--- src/hw/rtl/srsw_pkg.sv ---
// ----------------------------------------------------------------------------
// srsw_pkg
// Shared types and constants for the selective-repeat sender window.
// ----------------------------------------------------------------------------
`default_nettype none

package srsw_pkg;

  localparam int WINDOW_MAX = 32;
  localparam int MAX_FRAMES = 65536;

  // Field widths fixed by the interface
  localparam int FRAME_W   = 16;
  localparam int WSIZE_W   = 6;
  localparam int TOTAL_W   = 17;
  localparam int DCOUNT_W  = 17;
  localparam int CFG_IDX_W = 1;
  localparam int CFG_DAT_W = 17;

  // Internal widths
  localparam int WIN_W = $clog2(WINDOW_MAX + 1);
  localparam int CNT_W = $clog2(MAX_FRAMES + 1);

  // Register indexes
  localparam logic [CFG_IDX_W-1:0] CFG_WINDOW_SIZE  = 1'b0;
  localparam logic [CFG_IDX_W-1:0] CFG_TOTAL_FRAMES = 1'b1;

  // Register reset values
  localparam logic [WSIZE_W-1:0] WINDOW_RST = 6'd4;
  localparam logic [TOTAL_W-1:0] TOTAL_RST  = 17'd16;

  typedef struct packed {
    logic action;
    logic frame_lost;
  } in_item_t;

  typedef struct packed {
    logic [FRAME_W-1:0]  frame_number;
    logic                was_lost;
    logic                round_end;
    logic [DCOUNT_W-1:0] delivered_count;
    logic                transfer_done;
  } out_item_t;

  // Requests to the window chain
  typedef struct packed {
    logic clear;
    logic pop;
    logic push;
  } chain_ctl_t;

  // Per-cell controls
  typedef struct packed {
    logic shift;
    logic load;
  } cell_ctl_t;

endpackage

`default_nettype wire

--- src/hw/rtl/srsw_cell.sv ---
// ----------------------------------------------------------------------------
// srsw_cell
// One window slot: loads a new frame number or takes its neighbour's.
// ----------------------------------------------------------------------------
`default_nettype none

module srsw_cell
  import srsw_pkg::*;
(
  input  wire                clk,
  input  cell_ctl_t          ctl,
  input  wire [FRAME_W-1:0]  nbr_data,
  input  wire [FRAME_W-1:0]  wr_data,
  output logic [FRAME_W-1:0] q
);

  logic [FRAME_W-1:0] data_r;
  logic [FRAME_W-1:0] data_nxt;

  always_comb begin
    data_nxt = data_r;
    if (ctl.load) begin
      data_nxt = wr_data;
    end else if (ctl.shift) begin
      data_nxt = nbr_data;
    end
  end

  always_ff @(posedge clk) begin
    data_r <= data_nxt;
  end

  assign q = data_r;

endmodule

`default_nettype wire

--- src/hw/rtl/srsw_chain.sv ---
// ----------------------------------------------------------------------------
// srsw_chain
// Row of window cells kept as an in-order queue: the head leaves on a pop,
// every cell takes its neighbour's frame, and a push lands at the tail.
// ----------------------------------------------------------------------------
`default_nettype none

module srsw_chain
  import srsw_pkg::*;
(
  input  wire                clk,
  input  wire                rst_n,
  input  chain_ctl_t         ctl,
  input  wire [FRAME_W-1:0]  wr_data,
  output logic [FRAME_W-1:0] head_data
);

  logic [WIN_W-1:0]   cnt_r;
  logic [WIN_W-1:0]   cnt_nxt;
  logic [WIN_W-1:0]   tail;
  logic [FRAME_W-1:0] cell_q [WINDOW_MAX];

  // Tail slot after this cycle's pop
  assign tail = ctl.pop ? (cnt_r - WIN_W'(1)) : cnt_r;

  always_comb begin
    cnt_nxt = cnt_r - WIN_W'(ctl.pop) + WIN_W'(ctl.push);
    if (ctl.clear) begin
      cnt_nxt = '0;
    end
  end

  always_ff @(posedge clk) begin
    if (!rst_n) begin
      cnt_r <= '0;
    end else begin
      cnt_r <= cnt_nxt;
    end
  end

  for (genvar i = 0; i < WINDOW_MAX; i++) begin : g_cell
    cell_ctl_t          c_ctl;
    logic [FRAME_W-1:0] nbr;

    if (i == WINDOW_MAX - 1) begin : g_last
      assign nbr = '0;
    end else begin : g_mid
      assign nbr = cell_q[i+1];
    end

    assign c_ctl.shift = ctl.pop;
    assign c_ctl.load  = ctl.push && !ctl.clear && (tail == WIN_W'(i));

    srsw_cell u_cell (
      .clk      (clk),
      .ctl      (c_ctl),
      .nbr_data (nbr),
      .wr_data  (wr_data),
      .q        (cell_q[i])
    );
  end

  assign head_data = cell_q[0];

  a_cnt_bound: assert property (@(posedge clk) disable iff (!rst_n)
    cnt_r <= WIN_W'(WINDOW_MAX))
    else $error("window chain over-full");

  a_pop_nonempty: assert property (@(posedge clk) disable iff (!rst_n)
    ctl.pop |-> cnt_r != '0)
    else $error("pop from empty window chain");

  a_push_room: assert property (@(posedge clk) disable iff (!rst_n)
    (ctl.push && !ctl.pop && !ctl.clear) |-> cnt_r < WIN_W'(WINDOW_MAX))
    else $error("push into full window chain");

endmodule

`default_nettype wire

--- src/hw/rtl/selective_repeat_sender_window.sv ---
// A result is registered onto out_*, or into the skid entry while out_* still waits.
// Throughput: one request per cycle; a two-entry output buffer takes a new
//   request while an earlier result still waits, and in_ready falls only when
//   both entries are full.
// Reset: synchronous; registers return to window 4 and 16 frames and a fresh
//   transfer starts at once; window cells are not cleared.
// ----------------------------------------------------------------------------
// selective_repeat_sender_window
// Sender window of a selective-repeat ARQ transfer: frame numbering, round
// bookkeeping and compaction of lost frames into the next round.
// ----------------------------------------------------------------------------
`default_nettype none

module selective_repeat_sender_window
  import srsw_pkg::*;
(
  input  wire                  clk,
  input  wire                  rst_n,
  input  wire                  in_valid,
  output logic                 in_ready,
  input  in_item_t             in_data,
  output logic                 out_valid,
  input  wire                  out_ready,
  output out_item_t            out_data,
  input  wire                  cfg_we,
  input  wire [CFG_IDX_W-1:0]  cfg_index,
  input  wire [CFG_DAT_W-1:0]  cfg_wdata
);

  // Configuration
  logic [WSIZE_W-1:0] reg_window_r;
  logic [TOTAL_W-1:0] reg_total_r;

  // Transfer state
  logic [WIN_W-1:0] act_window_r, act_window_nxt;
  logic [CNT_W-1:0] act_total_r,  act_total_nxt;
  logic [WIN_W-1:0] slot_r,       slot_nxt;
  logic [WIN_W-1:0] lost_r,       lost_nxt;
  logic [WIN_W-1:0] kept_r,       kept_nxt;
  logic [WIN_W-1:0] round_len_r,  round_len_nxt;
  logic [CNT_W-1:0] fresh_r,      fresh_nxt;
  logic [CNT_W-1:0] delivered_r,  delivered_nxt;

  // Output buffer
  logic      out_valid_r;
  out_item_t out_data_r;
  logic      skid_valid_r;
  out_item_t skid_data_r;

  logic               in_fire;
  logic               out_fire;
  logic               restart;
  logic               active;
  logic               step;
  logic               rend;
  logic [WIN_W-1:0]   win_clamp;
  logic [CNT_W-1:0]   tot_clamp;
  logic [WIN_W-1:0]   slot_inc;
  logic [CNT_W-1:0]   deliv_step;
  logic [CNT_W-1:0]   remaining;
  logic [FRAME_W-1:0] frame;
  logic [FRAME_W-1:0] head_data;
  chain_ctl_t         chain_ctl;
  out_item_t          res;

  assign in_ready = !skid_valid_r;
  assign in_fire  = in_valid && in_ready;
  assign out_fire = out_valid_r && out_ready;

  always_ff @(posedge clk) begin
    if (!rst_n) begin
      reg_window_r <= WINDOW_RST;
      reg_total_r  <= TOTAL_RST;
    end else if (cfg_we) begin
      case (cfg_index)
        CFG_WINDOW_SIZE:  reg_window_r <= cfg_wdata[WSIZE_W-1:0];
        CFG_TOTAL_FRAMES: reg_total_r  <= cfg_wdata[TOTAL_W-1:0];
        default: ;
      endcase
    end
  end

  // Window of zero counts as one; clip both to what the hardware holds
  always_comb begin
    if (reg_window_r == '0) begin
      win_clamp = WIN_W'(1);
    end else if (int'(reg_window_r) > WINDOW_MAX) begin
      win_clamp = WIN_W'(WINDOW_MAX);
    end else begin
      win_clamp = WIN_W'(reg_window_r);
    end
    if (int'(reg_total_r) > MAX_FRAMES) begin
      tot_clamp = CNT_W'(MAX_FRAMES);
    end else begin
      tot_clamp = CNT_W'(reg_total_r);
    end
  end

  assign restart  = in_data.action;
  assign active   = delivered_r < act_total_r;
  assign step     = in_fire && !restart && active;
  assign slot_inc = slot_r + WIN_W'(1);
  assign rend     = step && (slot_inc >= round_len_r);

  assign chain_ctl.clear = in_fire && restart;
  assign chain_ctl.pop   = step && (slot_r < kept_r);
  assign chain_ctl.push  = step && in_data.frame_lost;

  assign frame = chain_ctl.pop ? head_data : FRAME_W'(fresh_r);

  assign deliv_step = delivered_r + CNT_W'(step && !in_data.frame_lost);
  assign remaining  = act_total_r - deliv_step;

  always_comb begin
    act_window_nxt = act_window_r;
    act_total_nxt  = act_total_r;
    slot_nxt       = slot_r;
    lost_nxt       = lost_r;
    kept_nxt       = kept_r;
    round_len_nxt  = round_len_r;
    fresh_nxt      = fresh_r;
    delivered_nxt  = delivered_r;
    res            = '0;

    if (in_fire && restart) begin
      act_window_nxt = win_clamp;
      act_total_nxt  = tot_clamp;
      slot_nxt       = '0;
      lost_nxt       = '0;
      kept_nxt       = '0;
      fresh_nxt      = '0;
      delivered_nxt  = '0;
      round_len_nxt  = (int'(tot_clamp) < int'(win_clamp)) ? WIN_W'(tot_clamp) : win_clamp;
      res.transfer_done = (tot_clamp == '0);
    end else if (step) begin
      if (!chain_ctl.pop) begin
        fresh_nxt = fresh_r + CNT_W'(1);
      end
      lost_nxt      = lost_r + WIN_W'(in_data.frame_lost);
      delivered_nxt = deliv_step;
      slot_nxt      = slot_inc;
      // Close the round: lost frames become next round's head
      if (rend) begin
        kept_nxt      = lost_nxt;
        lost_nxt      = '0;
        slot_nxt      = '0;
        round_len_nxt = (int'(remaining) < int'(act_window_r)) ? WIN_W'(remaining)
                                                               : act_window_r;
      end
      res.frame_number    = frame;
      res.was_lost        = in_data.frame_lost;
      res.round_end       = rend;
      res.delivered_count = DCOUNT_W'(deliv_step);
      res.transfer_done   = deliv_step >= act_total_r;
    end else begin
      res.delivered_count = DCOUNT_W'(delivered_r);
      res.transfer_done   = !active;
    end
  end

  always_ff @(posedge clk) begin
    if (!rst_n) begin
      act_window_r <= WIN_W'(WINDOW_RST);
      act_total_r  <= CNT_W'(TOTAL_RST);
      slot_r       <= '0;
      lost_r       <= '0;
      kept_r       <= '0;
      round_len_r  <= (int'(TOTAL_RST) < int'(WINDOW_RST)) ? WIN_W'(TOTAL_RST)
                                                            : WIN_W'(WINDOW_RST);
      fresh_r      <= '0;
      delivered_r  <= '0;
    end else begin
      act_window_r <= act_window_nxt;
      act_total_r  <= act_total_nxt;
      slot_r       <= slot_nxt;
      lost_r       <= lost_nxt;
      kept_r       <= kept_nxt;
      round_len_r  <= round_len_nxt;
      fresh_r      <= fresh_nxt;
      delivered_r  <= delivered_nxt;
    end
  end

  srsw_chain u_chain (
    .clk       (clk),
    .rst_n     (rst_n),
    .ctl       (chain_ctl),
    .wr_data   (frame),
    .head_data (head_data)
  );

  // Two-entry output buffer
  always_ff @(posedge clk) begin
    if (!rst_n) begin
      out_valid_r  <= 1'b0;
      skid_valid_r <= 1'b0;
    end else if (skid_valid_r) begin
      if (out_fire) begin
        out_valid_r  <= 1'b1;
        skid_valid_r <= 1'b0;
      end
    end else if (in_fire) begin
      if (!out_valid_r || out_fire) begin
        out_valid_r <= 1'b1;
      end else begin
        skid_valid_r <= 1'b1;
      end
    end else if (out_fire) begin
      out_valid_r <= 1'b0;
    end
  end

  always_ff @(posedge clk) begin
    if (skid_valid_r) begin
      if (out_fire) begin
        out_data_r <= skid_data_r;
      end
    end else if (in_fire) begin
      if (!out_valid_r || out_fire) begin
        out_data_r <= res;
      end else begin
        skid_data_r <= res;
      end
    end
  end

  assign out_valid = out_valid_r;
  assign out_data  = out_data_r;

  a_slot_in_round: assert property (@(posedge clk) disable iff (!rst_n)
    slot_r == '0 || slot_r < round_len_r)
    else $error("slot position beyond round length");

  a_deliv_bound: assert property (@(posedge clk) disable iff (!rst_n)
    delivered_r <= act_total_r)
    else $error("delivered count beyond transfer total");

  a_stall_full: assert property (@(posedge clk) disable iff (!rst_n)
    !in_ready |-> (out_valid_r && skid_valid_r))
    else $error("input stalled with output buffer not full");

endmodule

`default_nettype wire
--- config.mk ---
export PLATFORM = sky130hd
export DESIGN_NAME = selective_repeat_sender_window
export DESIGN_NICKNAME = d
export VERILOG_FILES = /design/src/hw/rtl/srsw_pkg.sv /design/src/hw/rtl/srsw_cell.sv /design/src/hw/rtl/srsw_chain.sv /design/src/hw/rtl/selective_repeat_sender_window.sv
export SDC_FILE = /design/constraint.sdc
export NUM_CORES = 1
export LEC_CHECK = 0
export BUFFER_PORTS_ARGS = -buffer_cell sky130_fd_sc_hd__buf_2
export CORE_AREA = 2 2 231 233
export DETAILED_ROUTE_END_ITERATION = 8
export DIE_AREA = 0 0 233 235
export GPL_ROUTABILITY_DRIVEN = 0
export PLACE_DENSITY = 0.88
export SLEW_MARGIN = 0
export SYNTH_ARGS = -nofsm -noshare
export SYNTH_HDL_FRONTEND = slang
export SYNTH_SLANG_ARGS = --single-unit
--- constraint.sdc ---
create_clock -name clk -period 7.3 [get_ports clk]
set_input_delay 1.825 -clock clk [delete_from_list [all_inputs] [get_ports clk]]
set_output_delay 1.825 -clock clk [all_outputs]
set_load 0.005 [all_outputs]
==> metrics.yaml <==
syn_nets: 2480
fin_crit_sh_pct: 91.0
cp-endpoint: "round_len_r[1]"
final_hold_viol_count: 0
grt_use_met1_pct: 35.9
synth_cell_type_count: 77
cts.sinks: 695
cap_viol_max_count: 0
holdWs_ns: 0.471
clk_pin_slew_ns: 0.06
required_ns: 7.83
drt-initial-drc-count: 2453
post_cts_buffers: 0
use_met3_pct: 4.43
grt_busiest_layer: "met2"
hold_buffers: 0
post_cts_resized: 0
p_int_mw: 6.66
final_nets: 2482
start_util_pct: 62.6
synthesis.instances: 2389
diodes: 0
die_x_um: 233
preCtsSetupSlack_ns: 0.525
multi_input_comb_area_sq_um: 12100
firstDrtPassIters: 6
worstHoldPathType: "flip-flop to flip-flop"
layout_setup_ws_ns: 0.660
std_cell_rows: 84
cts.path.max_buffers: 3
final_cell_mix: "edfxtp_1, mux2_2, nand2_1, nor2_1, dfxtp_1"
cts_tree: "done"
power.switching_mw: 1.97
seqPwrFrac_pct: 51.5
drv_slew: 0
r2r_setup_slack_ns: 0.66
r2r_cells: 25
grt_usage_pct: 26.0
worstPathMaxFanout: 11
min_period_ns: 6.64
syn_area_sq_um: 32700
ff_latch_area_sq_um: 19800
num-fill-cells: 3220
setup-tns-final_ns: 0
grt_pass1_vias: 20100
ant_nets: 0
max_clock_freq_mhz: 151
r2r-start: "act_total_r[12]"
yosysTopAreaCell: "edfxtp_1"
yosysWarningCount: 0
synth_edf_count: 584
worstSetupPathType: "flip-flop to flip-flop"
dieArea_sq_um: 54800
setup_viol: 0
synth-seq-cells: 695
synth_top_cells_by_area: "edfxtp_1, mux2_2, dfxtp_1"
arrival_ns: 7.17
io_buffers: 62
drt-wirelength-per-cell_um: 22.7
synth-main-ff-cell: "edfxtp_1"
root_buffer: "clkbuf_16"
stdcell_count: 3136
drive_gt1_share_pct: 30.8
ir_drop_mv: 0.209
endpoint_kind: "flip-flop"
met2_usage_pct: 41.7
postSynthAreaPerCell_sq_um: 13.7
ios: 63
die_y_um: 235
combPwrFrac_pct: 6.2
cts_buffers: 71
htree_num_levels: 3
layout_commonest_cell: "edfxtp_1"
fin_worst_skew_ns: 0.0387
outcome: "complete, no violations"
cp-startpoint: "act_total_r[12]"
clkPwrFrac_pct: 42.3
r2r-end: "round_len_r[1]"
power.density_nw_per_um2: 241
overflow: 0
routed_wl_um: 71300
synth_top_area_share_pct: 53.6
worstSetupStartpointType: "flip-flop"
grt_max_degree: 57
antenna_found_initial: 0
ys_async_sr_fraction_pct: 0
core_area_sq_um: 52200
dp_cells: 3006
area_growth_pct: 9.35
hpwl_um: 43100
clock_latency_ns: 0.64
drc: 0
switching_share_pct: 22.8
grt_pass1_wl_um: 112000
p_leak_nw: 12.6
slew_headroom_pct: 23.7
max_slew.worst_pin.slew_ns: 1.13
seq_area_frac_synth_pct: 60.4
viasPerCell: 6.42
rsz0062_at_grt: "false"
vias: 20100
flip-flops by register name, indices dropped and copies added, names as in the netlist, 16 cells and up:
register                 count
act_total_r                 17
out_data                    36
fresh_r                     16
delivered_r                 17
reg_total_r                 17
u_chain.g_cell.u_cell.q    512
skid_data_r                 36
worst max-delay path, stage by stage, from the launching register on:
cell       delay [ns]
dfxtp_1          0.55
inv_1            0.21
ha_1             0.34
nand4_1          0.09
a21oi_1          0.68
inv_1            0.23
o211ai_1         0.29
nor2_1           0.10
ha_1             0.28
xnor2_1          0.24
inv_1            0.10
fa_1             0.46
nor2b_1          0.17
o31ai_1          0.33
nor2_1           0.09
nor2_1           0.12
xor2_1           0.19
ha_1             0.26
o21ai_0          0.16
a21oi_1          0.06
nor2_1           0.10
nand4_1          0.10
a311o_1          0.38
a2111oi_2        0.54
a31oi_1          0.18
o31ai_1          0.29
metrics by stage:
step | utilization (%) | total power [mW] | area (sq um)
finish | 68.4 | 8.63 | 35800
detailed placement | 64.0 | 5.05 | 33400
CTS | 68.4 | 8.65 | 35800
global route | 68.4 | 8.86 | 35800
global placement | 64.0 | 5.02 | 33400
floorplan | - | 4.88 | 32700
cells in the mapped netlist (6+ instances only):
cell        n
edfxtp_1  584
a31oi_1    12
or3_1       9
o21bai_1    6
nor3_1     10
nor2_1    153
nand2b_1   15
nor2b_1    14
nand2_1   154
and2_1      6
o211ai_1    7
a21oi_1    69
nand4_1    21
dfxtp_1   111
clkbuf_1   95
ha_1       64
nor4_1     11
nand3_1    31
or2_2      19
o21ai_0    43
xnor2_1    44
nand3_2     8
o31ai_1    23
mux2_2    515
a211oi_1   17
a21o_1     43
and3_1     34
buf_2      55
inv_1      61
mux2i_1    31
xor2_1     40
kinds of logic after synthesis:
family                     after synthesis  synth area share (%)
DFF                                    695                  60.4
muxes                                  548                  18.8
and+or+nand+nor                        506                  7.44
AOI/OAI and AO/OA                      265                  5.50
buffers and inverters                  218                  2.76
xor gates and xnor gates                85                  2.32
adders and majority gates               72                  2.77
cell type report:
class | count | share of cell area [%]
Inverter | 61 | 0.640
Multi-Input combinational cell | 1476 | 33.8
Clock inverter | 34 | 1.19
Sequential cell | 695 | 55.3
Timing Repair Buffer | 86 | 1.37
Clock buffer | 96 | 5.32
Tap cell | 688 | 2.41
power by group through the flow:
stage | logic, mW | clock network [mW] | registers, mW
global placement | 0.496 | 0 | 4.52
CTS | 0.530 | 3.68 | 4.44
finish | 0.537 | 3.65 | 4.45
floorplan | 0.370 | 0 | 4.51
detailed placement | 0.519 | 0 | 4.53
global route | 0.584 | 3.82 | 4.45
worst min-delay path by stage:
| stage | slack (ns) | to | cells past startpoint | start |
|---|---|---|---|---|
| floorplan | 0.44 | round_len_r[0] | 2 | round_len_r[0] |
| global placement | 0.45 | lost_r[0] | 2 | lost_r[0] |
| detailed placement | 0.46 | lost_r[0] | 2 | lost_r[0] |
| CTS | 0.47 | lost_r[0] | 2 | lost_r[0] |
| global route | 0.49 | lost_r[0] | 2 | lost_r[0] |
| finish | 0.47 | lost_r[0] | 2 | lost_r[0] |
routing by layer:
metal	wire (um)	up-vias
met5	0	-
met4	2140	0
met3	5590	187
met2	33700	1010
met1	29800	10000
li1	-	8904
Power figures use the tool's default switching activity.
